===== src/rtl/core/pla_pkg.sv =====
// ----------------------------------------------------------------------------
// pla_pkg
// Shared types, codes and constants of the playout lag adapter.
// ----------------------------------------------------------------------------
package pla_pkg;

	// default lag fraction width (q16.16 lag)
	localparam int LAG_FRAC_DEF = 16;

	// channel widths
	localparam int IN_DATA_W  = 112;
	localparam int IN_USER_W  = 2;
	localparam int OUT_DATA_W = 112;

	// configuration port
	localparam int CFG_IDX_W  = 3;
	localparam int CFG_DATA_W = 24;

	localparam logic [CFG_IDX_W-1:0] CFG_EXPECTED_INTERVAL = 3'd0;
	localparam logic [CFG_IDX_W-1:0] CFG_FLOOR_SMOOTHING   = 3'd1;
	localparam logic [CFG_IDX_W-1:0] CFG_ADAPT_RATE        = 3'd2;
	localparam logic [CFG_IDX_W-1:0] CFG_GRACE_FRAMES      = 3'd3;
	localparam logic [CFG_IDX_W-1:0] CFG_GROWTH_RATE       = 3'd4;
	localparam logic [CFG_IDX_W-1:0] CFG_MAX_EXTRA         = 3'd5;
	localparam logic [CFG_IDX_W-1:0] CFG_FORECAST_MODE     = 3'd6;

	// register reset values
	localparam logic [9:0]  RST_EXPECTED_INTERVAL = 10'd1;
	localparam logic [16:0] RST_FLOOR_SMOOTHING   = 17'd6554;
	localparam logic [16:0] RST_ADAPT_RATE        = 17'd6554;
	localparam logic [7:0]  RST_GRACE_FRAMES      = 8'd2;
	localparam logic [16:0] RST_GROWTH_RATE       = 17'd32768;
	localparam logic [23:0] RST_MAX_EXTRA         = 24'd262144;

	// unity in q1.16
	localparam logic [16:0] Q16_ONE = 17'd65536;

	// shared multiplier operand and product widths
	localparam int MUL_A_W = 33;
	localparam int MUL_B_W = 17;
	localparam int MUL_P_W = 50;

	// operation codes
	typedef enum logic [1:0] {
		OP_DILATE = 2'd0,
		OP_PLACE  = 2'd1,
		OP_SETTLE = 2'd2,
		OP_QUERY  = 2'd3
	} op_t;

	// sequencer states
	typedef enum logic [2:0] {
		ST_IDLE,
		ST_FLOOR,
		ST_MUL1,
		ST_WB1,
		ST_MUL2,
		ST_WB2,
		ST_CALC,
		ST_OUT
	} state_t;

	// request to the shared multiplier: signed a times unsigned b
	typedef struct packed {
		logic [MUL_A_W-1:0] a;
		logic [MUL_B_W-1:0] b;
	} mul_req_t;

	// a factor above unity acts as unity
	function automatic logic [16:0] clamp_q16(input logic [16:0] k);
		return (k > Q16_ONE) ? Q16_ONE : k;
	endfunction

endpackage


===== src/rtl/core/pla_mac.sv =====
// ----------------------------------------------------------------------------
// pla_mac
// Shared multiplier: signed 33-bit operand times unsigned 17-bit factor,
// product registered.
// ----------------------------------------------------------------------------
module pla_mac (
	input  logic                                 clk,
	input  pla_pkg::mul_req_t                    req,
	output logic signed [pla_pkg::MUL_P_W-1:0]   prod
);
	import pla_pkg::*;

	logic signed [MUL_A_W+MUL_B_W:0] full;
	logic signed [MUL_P_W-1:0]       prod_s1;

	// signed multiply, factor zero-extended
	assign full = $signed(req.a) * $signed({1'b0, req.b});

	// product register
	always_ff @(posedge clk) begin
		prod_s1 <= full[MUL_P_W-1:0];
	end

	assign prod = prod_s1;

endmodule


===== src/rtl/core/playout_lag_adapter.sv =====
// ----------------------------------------------------------------------------
// playout_lag_adapter
// Adaptive playout lag behind a display clock: floor smoothing, starve
// driven growth, relaxing, settling, placement and effective tick query.
// ----------------------------------------------------------------------------
// channel   dir  handshake                     payload
// s_axis    in   s_axis_tvalid/s_axis_tready   tuser: operation
//                                              tdata: offsets, span, clock
// m_axis    out  m_axis_tvalid/m_axis_tready   tdata: tick, fraction, lag, floor
// cfg       in   cfg_we (no wait)              cfg_index, cfg_wdata
//
// dilate makes two dependent passes through the one shared multiplier (floor
// smoothing, then growth or relax), each a multiply and a write-back state,
// between the floor and output states. settle goes from floor to output, place
// and query through calc to output; a new beat is taken only in idle.
// arst_n clears lag, floor, starve count and control; registers take their reset
// values. A result waiting on m_axis does not block the next input beat; the
// sequencer holds in its output state only while that slot is full and m_axis_tready is low.
// ----------------------------------------------------------------------------
module playout_lag_adapter #(
	parameter int LAG_FRAC_BITS = pla_pkg::LAG_FRAC_DEF
) (
	input  logic                              clk,
	input  logic                              arst_n,
	// slave side
	input  logic                              s_axis_tvalid,
	output logic                              s_axis_tready,
	// offset_now, offset_advised, frame_span, is_starving, clock_tick,
	// clock_fraction, is_bracketed, zero pad
	input  logic [pla_pkg::IN_DATA_W-1:0]     s_axis_tdata,
	// operation
	input  logic [pla_pkg::IN_USER_W-1:0]     s_axis_tuser,
	// master side
	output logic                              m_axis_tvalid,
	input  logic                              m_axis_tready,
	// shown_tick, shown_fraction, lag_now, floor_now
	output logic [pla_pkg::OUT_DATA_W-1:0]    m_axis_tdata,
	// configuration
	input  logic                              cfg_we,
	input  logic [pla_pkg::CFG_IDX_W-1:0]     cfg_index,
	input  logic [pla_pkg::CFG_DATA_W-1:0]    cfg_wdata
);
	import pla_pkg::*;

	localparam int F     = LAG_FRAC_BITS;
	localparam int SH_W  = (17 + F > 33) ? 17 + F : 33;
	localparam int TW    = 34 + F;
	localparam int INC_W = F + 9;
	localparam int MX_W  = F + 8;

	// configuration registers
	logic [9:0]  exp_int_q;
	logic [16:0] fsmooth_q;
	logic [16:0] arate_q;
	logic [7:0]  grace_q;
	logic [16:0] grow_q;
	logic [23:0] maxx_q;
	logic        fcast_q;

	// captured input beat
	op_t                op_q;
	logic [15:0]        now_q;
	logic [15:0]        adv_q;
	logic [23:0]        span_q;
	logic               starv_q;
	logic signed [31:0] ctick_q;
	logic [15:0]        cfrac_q;
	logic               brk_q;

	// block state
	logic [31:0] lag_q;
	logic [31:0] sfl_q;
	logic [15:0] starve_q;
	logic [31:0] rf_q;

	// pending result and output slot
	logic [31:0]           res_tick_q;
	logic [15:0]           res_frac_q;
	logic                  m_valid_q;
	logic [OUT_DATA_W-1:0] m_data_q;

	state_t state_q, state_d;
	logic   accept;
	logic   load_out;

	// datapath wires
	logic [16:0]               pad;
	logic signed [18:0]        need;
	logic [SH_W-1:0]           need_sh;
	logic [31:0]               rf_c;
	mul_req_t                  mreq;
	logic signed [MUL_P_W-1:0] prod;
	logic                      grow_c;
	logic [INC_W-1:0]          inc;
	logic [MX_W+15:0]          maxx_w;
	logic [33:0]               grown;
	logic [33:0]               cap;
	logic [33:0]               lag_min;
	logic [F+15:0]             cfrac_w;
	logic [TW-1:0]             t_val;
	logic [F+15:0]             fr_w;

	assign accept        = s_axis_tvalid && s_axis_tready;
	assign s_axis_tready = (state_q == ST_IDLE);
	assign load_out      = (state_q == ST_OUT) && (!m_valid_q || m_axis_tready);
	assign m_axis_tvalid = m_valid_q;
	assign m_axis_tdata  = m_data_q;

	// configuration writes
	always_ff @(posedge clk or negedge arst_n) begin
		if (!arst_n) begin
			exp_int_q <= RST_EXPECTED_INTERVAL;
			fsmooth_q <= RST_FLOOR_SMOOTHING;
			arate_q   <= RST_ADAPT_RATE;
			grace_q   <= RST_GRACE_FRAMES;
			grow_q    <= RST_GROWTH_RATE;
			maxx_q    <= RST_MAX_EXTRA;
			fcast_q   <= 1'b0;
		end else if (cfg_we) begin
			case (cfg_index)
				CFG_EXPECTED_INTERVAL: exp_int_q <= cfg_wdata[9:0];
				CFG_FLOOR_SMOOTHING:   fsmooth_q <= cfg_wdata[16:0];
				CFG_ADAPT_RATE:        arate_q   <= cfg_wdata[16:0];
				CFG_GRACE_FRAMES:      grace_q   <= cfg_wdata[7:0];
				CFG_GROWTH_RATE:       grow_q    <= cfg_wdata[16:0];
				CFG_MAX_EXTRA:         maxx_q    <= cfg_wdata[23:0];
				CFG_FORECAST_MODE:     fcast_q   <= cfg_wdata[0];
				default: ;
			endcase
		end
	end

	// raw lag floor from the captured offsets
	always_comb begin
		pad     = (adv_q > now_q) ? {1'b0, adv_q - now_q} : 17'd0;
		need    = $signed(19'(exp_int_q)) + 19'sd1 + $signed(19'(pad))
		        - $signed(19'(now_q));
		need_sh = SH_W'(need[16:0]) << F;
		if (fcast_q || need[18]) begin
			rf_c = 32'd0;
		end else if (|need_sh[SH_W-1:32]) begin
			rf_c = 32'hFFFF_FFFF;
		end else begin
			rf_c = need_sh[31:0];
		end
	end

	// growth once the starve count reaches the grace count
	assign grow_c = (starve_q >= 16'(grace_q));

	// operand selection for the shared multiplier
	always_comb begin
		mreq.a = '0;
		mreq.b = '0;
		case (state_q)
			ST_MUL1: begin
				mreq.a = {1'b0, rf_q} - {1'b0, sfl_q};
				mreq.b = clamp_q16(fsmooth_q);
			end
			ST_MUL2: begin
				if (grow_c) begin
					mreq.a = MUL_A_W'(span_q);
					mreq.b = grow_q;
				end else begin
					mreq.a = {1'b0, sfl_q} - {1'b0, lag_q};
					mreq.b = clamp_q16(arate_q);
				end
			end
			default: ;
		endcase
	end

	pla_mac u_mac (
		.clk  (clk),
		.req  (mreq),
		.prod (prod)
	);

	// growth step capped at floor plus the maximum extra
	always_comb begin
		inc     = prod[40:32-F];
		maxx_w  = {maxx_q, {F{1'b0}}};
		grown   = 34'(lag_q) + 34'(inc);
		cap     = 34'(sfl_q) + 34'(maxx_w[MX_W+15:16]);
		lag_min = (grown < cap) ? grown : cap;
	end

	// clock minus lag for place and query
	always_comb begin
		cfrac_w = {cfrac_q, {F{1'b0}}};
		t_val   = ({{(TW-32){ctick_q[31]}}, ctick_q} << F) - TW'(lag_q);
		if (op_q == OP_PLACE) begin
			t_val = t_val + TW'(cfrac_w[F+15:16]);
		end
		fr_w = {t_val[F-1:0], 16'd0};
	end

	// state register
	always_ff @(posedge clk or negedge arst_n) begin
		if (!arst_n) begin
			state_q <= ST_IDLE;
		end else begin
			state_q <= state_d;
		end
	end

	// next state
	always_comb begin
		state_d = state_q;
		case (state_q)
			ST_IDLE: begin
				if (accept) begin
					if (op_t'(s_axis_tuser) inside {OP_PLACE, OP_QUERY}) begin
						state_d = ST_CALC;
					end else begin
						state_d = ST_FLOOR;
					end
				end
			end
			ST_FLOOR: state_d = (op_q == OP_SETTLE) ? ST_OUT : ST_MUL1;
			ST_MUL1:  state_d = ST_WB1;
			ST_WB1:   state_d = ST_MUL2;
			ST_MUL2:  state_d = ST_WB2;
			ST_WB2:   state_d = ST_OUT;
			ST_CALC:  state_d = ST_OUT;
			ST_OUT: begin
				if (load_out) begin
					state_d = ST_IDLE;
				end
			end
			default:  state_d = ST_IDLE;
		endcase
	end

	// input capture
	always_ff @(posedge clk) begin
		if (accept) begin
			op_q    <= op_t'(s_axis_tuser);
			now_q   <= s_axis_tdata[15:0];
			adv_q   <= s_axis_tdata[31:16];
			span_q  <= s_axis_tdata[55:32];
			starv_q <= s_axis_tdata[56];
			ctick_q <= s_axis_tdata[88:57];
			cfrac_q <= s_axis_tdata[104:89];
			brk_q   <= s_axis_tdata[105];
		end
	end

	// lag, floor and starve count updates
	always_ff @(posedge clk or negedge arst_n) begin
		if (!arst_n) begin
			lag_q    <= '0;
			sfl_q    <= '0;
			starve_q <= '0;
		end else begin
			case (state_q)
				ST_FLOOR: begin
					if (op_q == OP_SETTLE) begin
						lag_q    <= rf_c;
						sfl_q    <= rf_c;
						starve_q <= '0;
					end
				end
				ST_WB1: begin
					sfl_q <= sfl_q + prod[47:16];
					if (!starv_q) begin
						starve_q <= '0;
					end else if (starve_q != 16'hFFFF) begin
						starve_q <= starve_q + 16'd1;
					end
				end
				ST_WB2: begin
					if (grow_c) begin
						lag_q <= (|lag_min[33:32]) ? 32'hFFFF_FFFF : lag_min[31:0];
					end else begin
						lag_q <= lag_q + prod[47:16];
					end
				end
				ST_CALC: begin
					if (op_q == OP_PLACE && brk_q) begin
						lag_q <= '0;
					end
				end
				default: ;
			endcase
		end
	end

	// raw floor and pending result fields
	always_ff @(posedge clk) begin
		case (state_q)
			ST_FLOOR: begin
				rf_q       <= rf_c;
				res_tick_q <= '0;
				res_frac_q <= '0;
			end
			ST_CALC: begin
				if (op_q == OP_PLACE && brk_q) begin
					res_tick_q <= (ctick_q > 32'sd0) ? 32'(ctick_q - 32'sd1) : 32'd0;
					res_frac_q <= cfrac_q;
				end else begin
					res_tick_q <= t_val[F+31:F];
					res_frac_q <= (op_q == OP_PLACE) ? fr_w[F+15:F] : 16'd0;
				end
			end
			default: ;
		endcase
	end

	// output slot
	always_ff @(posedge clk or negedge arst_n) begin
		if (!arst_n) begin
			m_valid_q <= 1'b0;
		end else if (load_out) begin
			m_valid_q <= 1'b1;
		end else if (m_axis_tready) begin
			m_valid_q <= 1'b0;
		end
	end

	always_ff @(posedge clk) begin
		if (load_out) begin
			m_data_q <= {sfl_q, lag_q, res_frac_q, res_tick_q};
		end
	end

	// a dilate or settle beat goes to the floor step first
	assert property (@(posedge clk) disable iff (!arst_n)
		accept && (s_axis_tuser == OP_DILATE || s_axis_tuser == OP_SETTLE)
		|=> state_q == ST_FLOOR)
		else $error("dilate or settle beat did not enter floor step");

	// a new result only comes out of the output state
	assert property (@(posedge clk) disable iff (!arst_n)
		$rose(m_axis_tvalid) |-> $past(state_q) == ST_OUT)
		else $error("result raised outside output state");

	// a bracketed place clears the lag
	assert property (@(posedge clk) disable iff (!arst_n)
		state_q == ST_CALC && op_q == OP_PLACE && brk_q |=> lag_q == 32'd0)
		else $error("bracketed place left a lag");

	// settle snaps lag and floor together and clears the starve count
	assert property (@(posedge clk) disable iff (!arst_n)
		state_q == ST_FLOOR && op_q == OP_SETTLE
		|=> lag_q == sfl_q && starve_q == 16'd0)
		else $error("settle did not snap lag to floor");

	// a dilate runs from the first multiply state through both passes to the output state
	assert property (@(posedge clk) disable iff (!arst_n)
		state_q == ST_MUL1 |-> ##4 state_q == ST_OUT)
		else $error("dilate sequence broken");

endmodule

===== config.mk =====
export PLATFORM = sky130hd
export DESIGN_NAME = playout_lag_adapter
export DESIGN_NICKNAME = d
export VERILOG_FILES = /design/src/rtl/core/pla_pkg.sv /design/src/rtl/core/pla_mac.sv /design/src/rtl/core/playout_lag_adapter.sv
export SDC_FILE = /design/constraint.sdc
export NUM_CORES = 2
export LEC_CHECK = 0
export BUFFER_PORTS_ARGS = -buffer_cell sky130_fd_sc_hd__buf_4
export CORE_MARGIN = 2
export CORE_UTILIZATION = 58
export DETAILED_ROUTE_END_ITERATION = 10
export HOLD_SLACK_MARGIN = 0.12
export PLACE_DENSITY = 0.76
export SLEW_MARGIN = 30
export SYNTH_ARGS = -nofsm -noshare
export SYNTH_HDL_FRONTEND = slang
export SYNTH_SLANG_ARGS = --single-unit

===== constraint.sdc =====
create_clock -name clk -period 9.78 [get_ports clk]
set_clock_uncertainty 0.05 [all_clocks]
set_input_delay 1.467 -clock clk [delete_from_list [all_inputs] [get_ports clk]]
set_output_delay 1.467 -clock clk [all_outputs]
set_load 0.03 [all_outputs]

==> results.yml <==
timing:
  drv_slew: 0
  fin_crit_sh: 0.974
  fmax_mhz: 105
  setup_viol: 0
  relSlewSlack: 0.289
  tightest_slew_ns: 1.05
  whs_ns: 0.365
  period_needed_ns: 9.52
  hold_viol: 0
  fin_ws_ns: 0.256
  rsz0062_at_grt: "yes"
floorplanning:
  die_y_um: 296
  rows: 107
  die_area_um2: 87600
  coreArea_um2: 84900
  start_util: 0.582
  die_w_um: 296
  io_pins: 260
power:
  sw_frac_of_total: 0.486
  p_comb_frac: 0.655
  design_power_total_mw: 15.9
  clkPwrFrac: 0.134
  vdd_drop_max_mv: 0.207
  p_int_mw: 8.18
  power.density_nw_per_um2: 282
  p_sw_mw: 7.73
  cellLeakagePower_nw: 26.1
  sequentialPowerShare: 0.211
clock_network:
  cts_tree: "yes"
  hold_buffers: 0
  clkTransAtPathRegs_ns: 0.06
  cts_root_buf: "clkbuf_16"
  clockBufferDepth: 3
  ctsHtreeMaxLevel: 2
  cts_buffers: 55
  clock_sinks: 495
  clock_latency_ns: 0.64
run:
  cap_violations: 0
detailed_routing:
  drt_iter0_markers: 3484
  antenna_left: 0
  vias: 40300
  drtPass1Iterations: 6
  post-route-drc-count: 0
  wl_per_cell_um: 22.2
  vias_per_cell: 5.91
  routed_wl_um: 151000
critical_path:
  cp_data_arrival_time_ns: 10.01
  crit_fanout: 4
  crit_buf_inv: 8
  cpPeakStageDelay_ns: 0.54
  end_kind: "register"
  worstSetupPathType: "reg2reg"
  crit_required_ns: 10.26
  path_depth: 39
  worstRegToRegCells: 39
  cp_slowest_cell: "fa_1"
  critPathTopFamily: "adder cells"
  cp-start-kind: "register"
min_path:
  worst_hold_path_type: "reg2reg"
  whs_path_depth: 0
global_route:
  antenna_found_initial: 5
  grt_overflow: 0
  grt_usage: 0.348
  grt_pass1_wl_um: 231000
  grt_pass1_vias: 40200
  grt_max_degree: 81
logic_synthesis:
  ys_warn_count: 0
  syn_avg_cell_area_um2: 9.48
  synth_cell_type_count: 93
  syn_inst: 5215
  ys_ff_latch: 495
  synth-edff-count: 285
  seq_area_frac_synth: 0.277
  syn_nets: 6267
  async_flop_share: 0.360
  synth.cell_area_um2: 49400
  synthFlopType: "edfxtp_1"
place:
  dp_slack_ns: -0.00471
  numPortBuffers: 253
  place_hpwl_um: 124000
  place_congestion: 0.997
final_layout:
  final_common_cell: "inv_1"
  fin_util: 0.665
  syn_to_final_growth_pct: 14.2
  most-common-layout-cells: "inv_1 (769), nor2_1 (613), fa_1 (529), buf_4 (499), nand2_1 (402)"
  final_nets: 6680
  drive_gt1_frac: 0.145
status:
  status: "complete, no violations"
[timing repair]
item                       in CTS  in global routing
buffers inserted                1                  7
pin swaps                       1                 20
setup endpoints to repair       2                 12
cloned                          0                  0
gates resized for setup         1                 42
[final timing paths]
| kind | end | startpoint | slack (ns) |
|---|---|---|---|
| max reg2reg | u_mac.prod[47] | sfl_q[0] | 0.26 |
| min | m_axis_tdata[17] | res_tick_q[17] | 0.37 |
| min reg2reg | m_axis_tdata[17] | res_tick_q[17] | 0.37 |
| max | u_mac.prod[47] | sfl_q[0] | 0.26 |
| min in group asynchronous | starve_q[2] | arst_n | 0.76 |
| max in group asynchronous | maxx_q[10] | arst_n | 7.70 |
[cell usage after synthesis, types with 27 or more instances]
library cell,number,share of area
o21ai_0,186,0.019
and3_1,29,0.0037
a22oi_1,40,0.0061
o21a_1,50,0.0076
mux2_2,84,0.019
a21oi_1,267,0.027
o22ai_1,33,0.0042
nor2b_1,41,0.0052
nand2b_1,57,0.0072
nor4_1,31,0.0039
nor2_1,617,0.047
clkbuf_1,158,0.012
nand3_1,75,0.0076
nor3_1,68,0.0069
xor2_1,113,0.020
ha_1,374,0.095
a31oi_1,45,0.0057
nand4_1,27,0.0034
dfrtp_1,160,0.081
nand2_1,402,0.031
a21o_1,106,0.016
or2_2,41,0.0052
inv_1,771,0.059
xnor2_1,200,0.035
edfxtp_1,285,0.17
fa_1,532,0.22
dfxtp_1,32,0.013
[routing by layer]
layer | global-route usage | share of wire | wire length [um] | vias to the layer above
li1 | - | - | - | 18300
met1 | 0.458 | 0.39 | 59800 | 19800
met2 | 0.563 | 0.46 | 69700 | 1901
met3 | 0.0748 | 0.097 | 14700 | 393
met4 | 0.140 | 0.047 | 7060 | 8
met5 | 0 | 0.00036 | 54 | -
[per-stage QoR]
step	setup TNS [ns]	std cells	cell area, um2
after floorplan	0	5215	49400
final	0	6820	56500
after global placement	0	6704	54300
after detailed placement	-0.00707	6706	54400
after global routing	-0.125	6819	56500
after CTS	0	6810	56200
[power groups by stage]
stage	sequential, mW	combinational [mW]	clock, mW
2_1_floorplan	3.54	6.33	0
3_3_place_gp	3.37	9.83	0
3_5_place_dp	3.38	10.0	0
4_1_cts	3.35	10.1	2.15
5_1_grt	3.41	11.3	2.23
6_report	3.36	10.4	2.13
[worst reg2reg max path: cells and delay by family (launching register included)]
family | cells | cell delay (ns)
xor gates and xnor gates | 2 | 0.36
buffers and inverters | 8 | 0.80
adders and majority gates | 9 | 3.86
AOI/OAI and AO/OA | 15 | 3.47
DFF | 1 | 0.38
and+or+nand+nor | 5 | 0.54
[final cells by class]
class | instances | area (um2)
Sequential cell | 495 | 13700
Clock buffer | 74 | 1520
Tap cell | 1144 | 1430
Clock inverter | 29 | 335
Inverter | 771 | 2900
Timing Repair Buffer | 519 | 4110
Antenna cell | 2 | 5.00
Multi-Input combinational cell | 3786 | 32500
Fill cell | 6749 | 28400
[flip-flops by register name (all words and copies together), names as in the netlist, 24 cells and up]
register / flops
m_axis_tdata: 112
ctick_q: 32
lag_q: 32
res_tick_q: 32
sfl_q: 32
u_mac.prod: 32
maxx_q: 24
span_q: 24
[logic make-up (layout without fill, tap and decap cells)]
| kind of cell | count (synthesis) | count (layout) | share of synthesized area |
|---|---|---|---|
| flops | 495 | 495 | 0.277 |
| other cells | 0 | 2 | 0 |
| simple gates | 1495 | 1495 | 0.137 |
| compound gates | 975 | 975 | 0.128 |
| buf+inv | 934 | 1393 | 0.0710 |
| mux | 97 | 97 | 0.0218 |
| xor+xnor | 313 | 313 | 0.0555 |
| fa+ha+maj | 906 | 906 | 0.310 |
(Power assumes the default switching activity.)
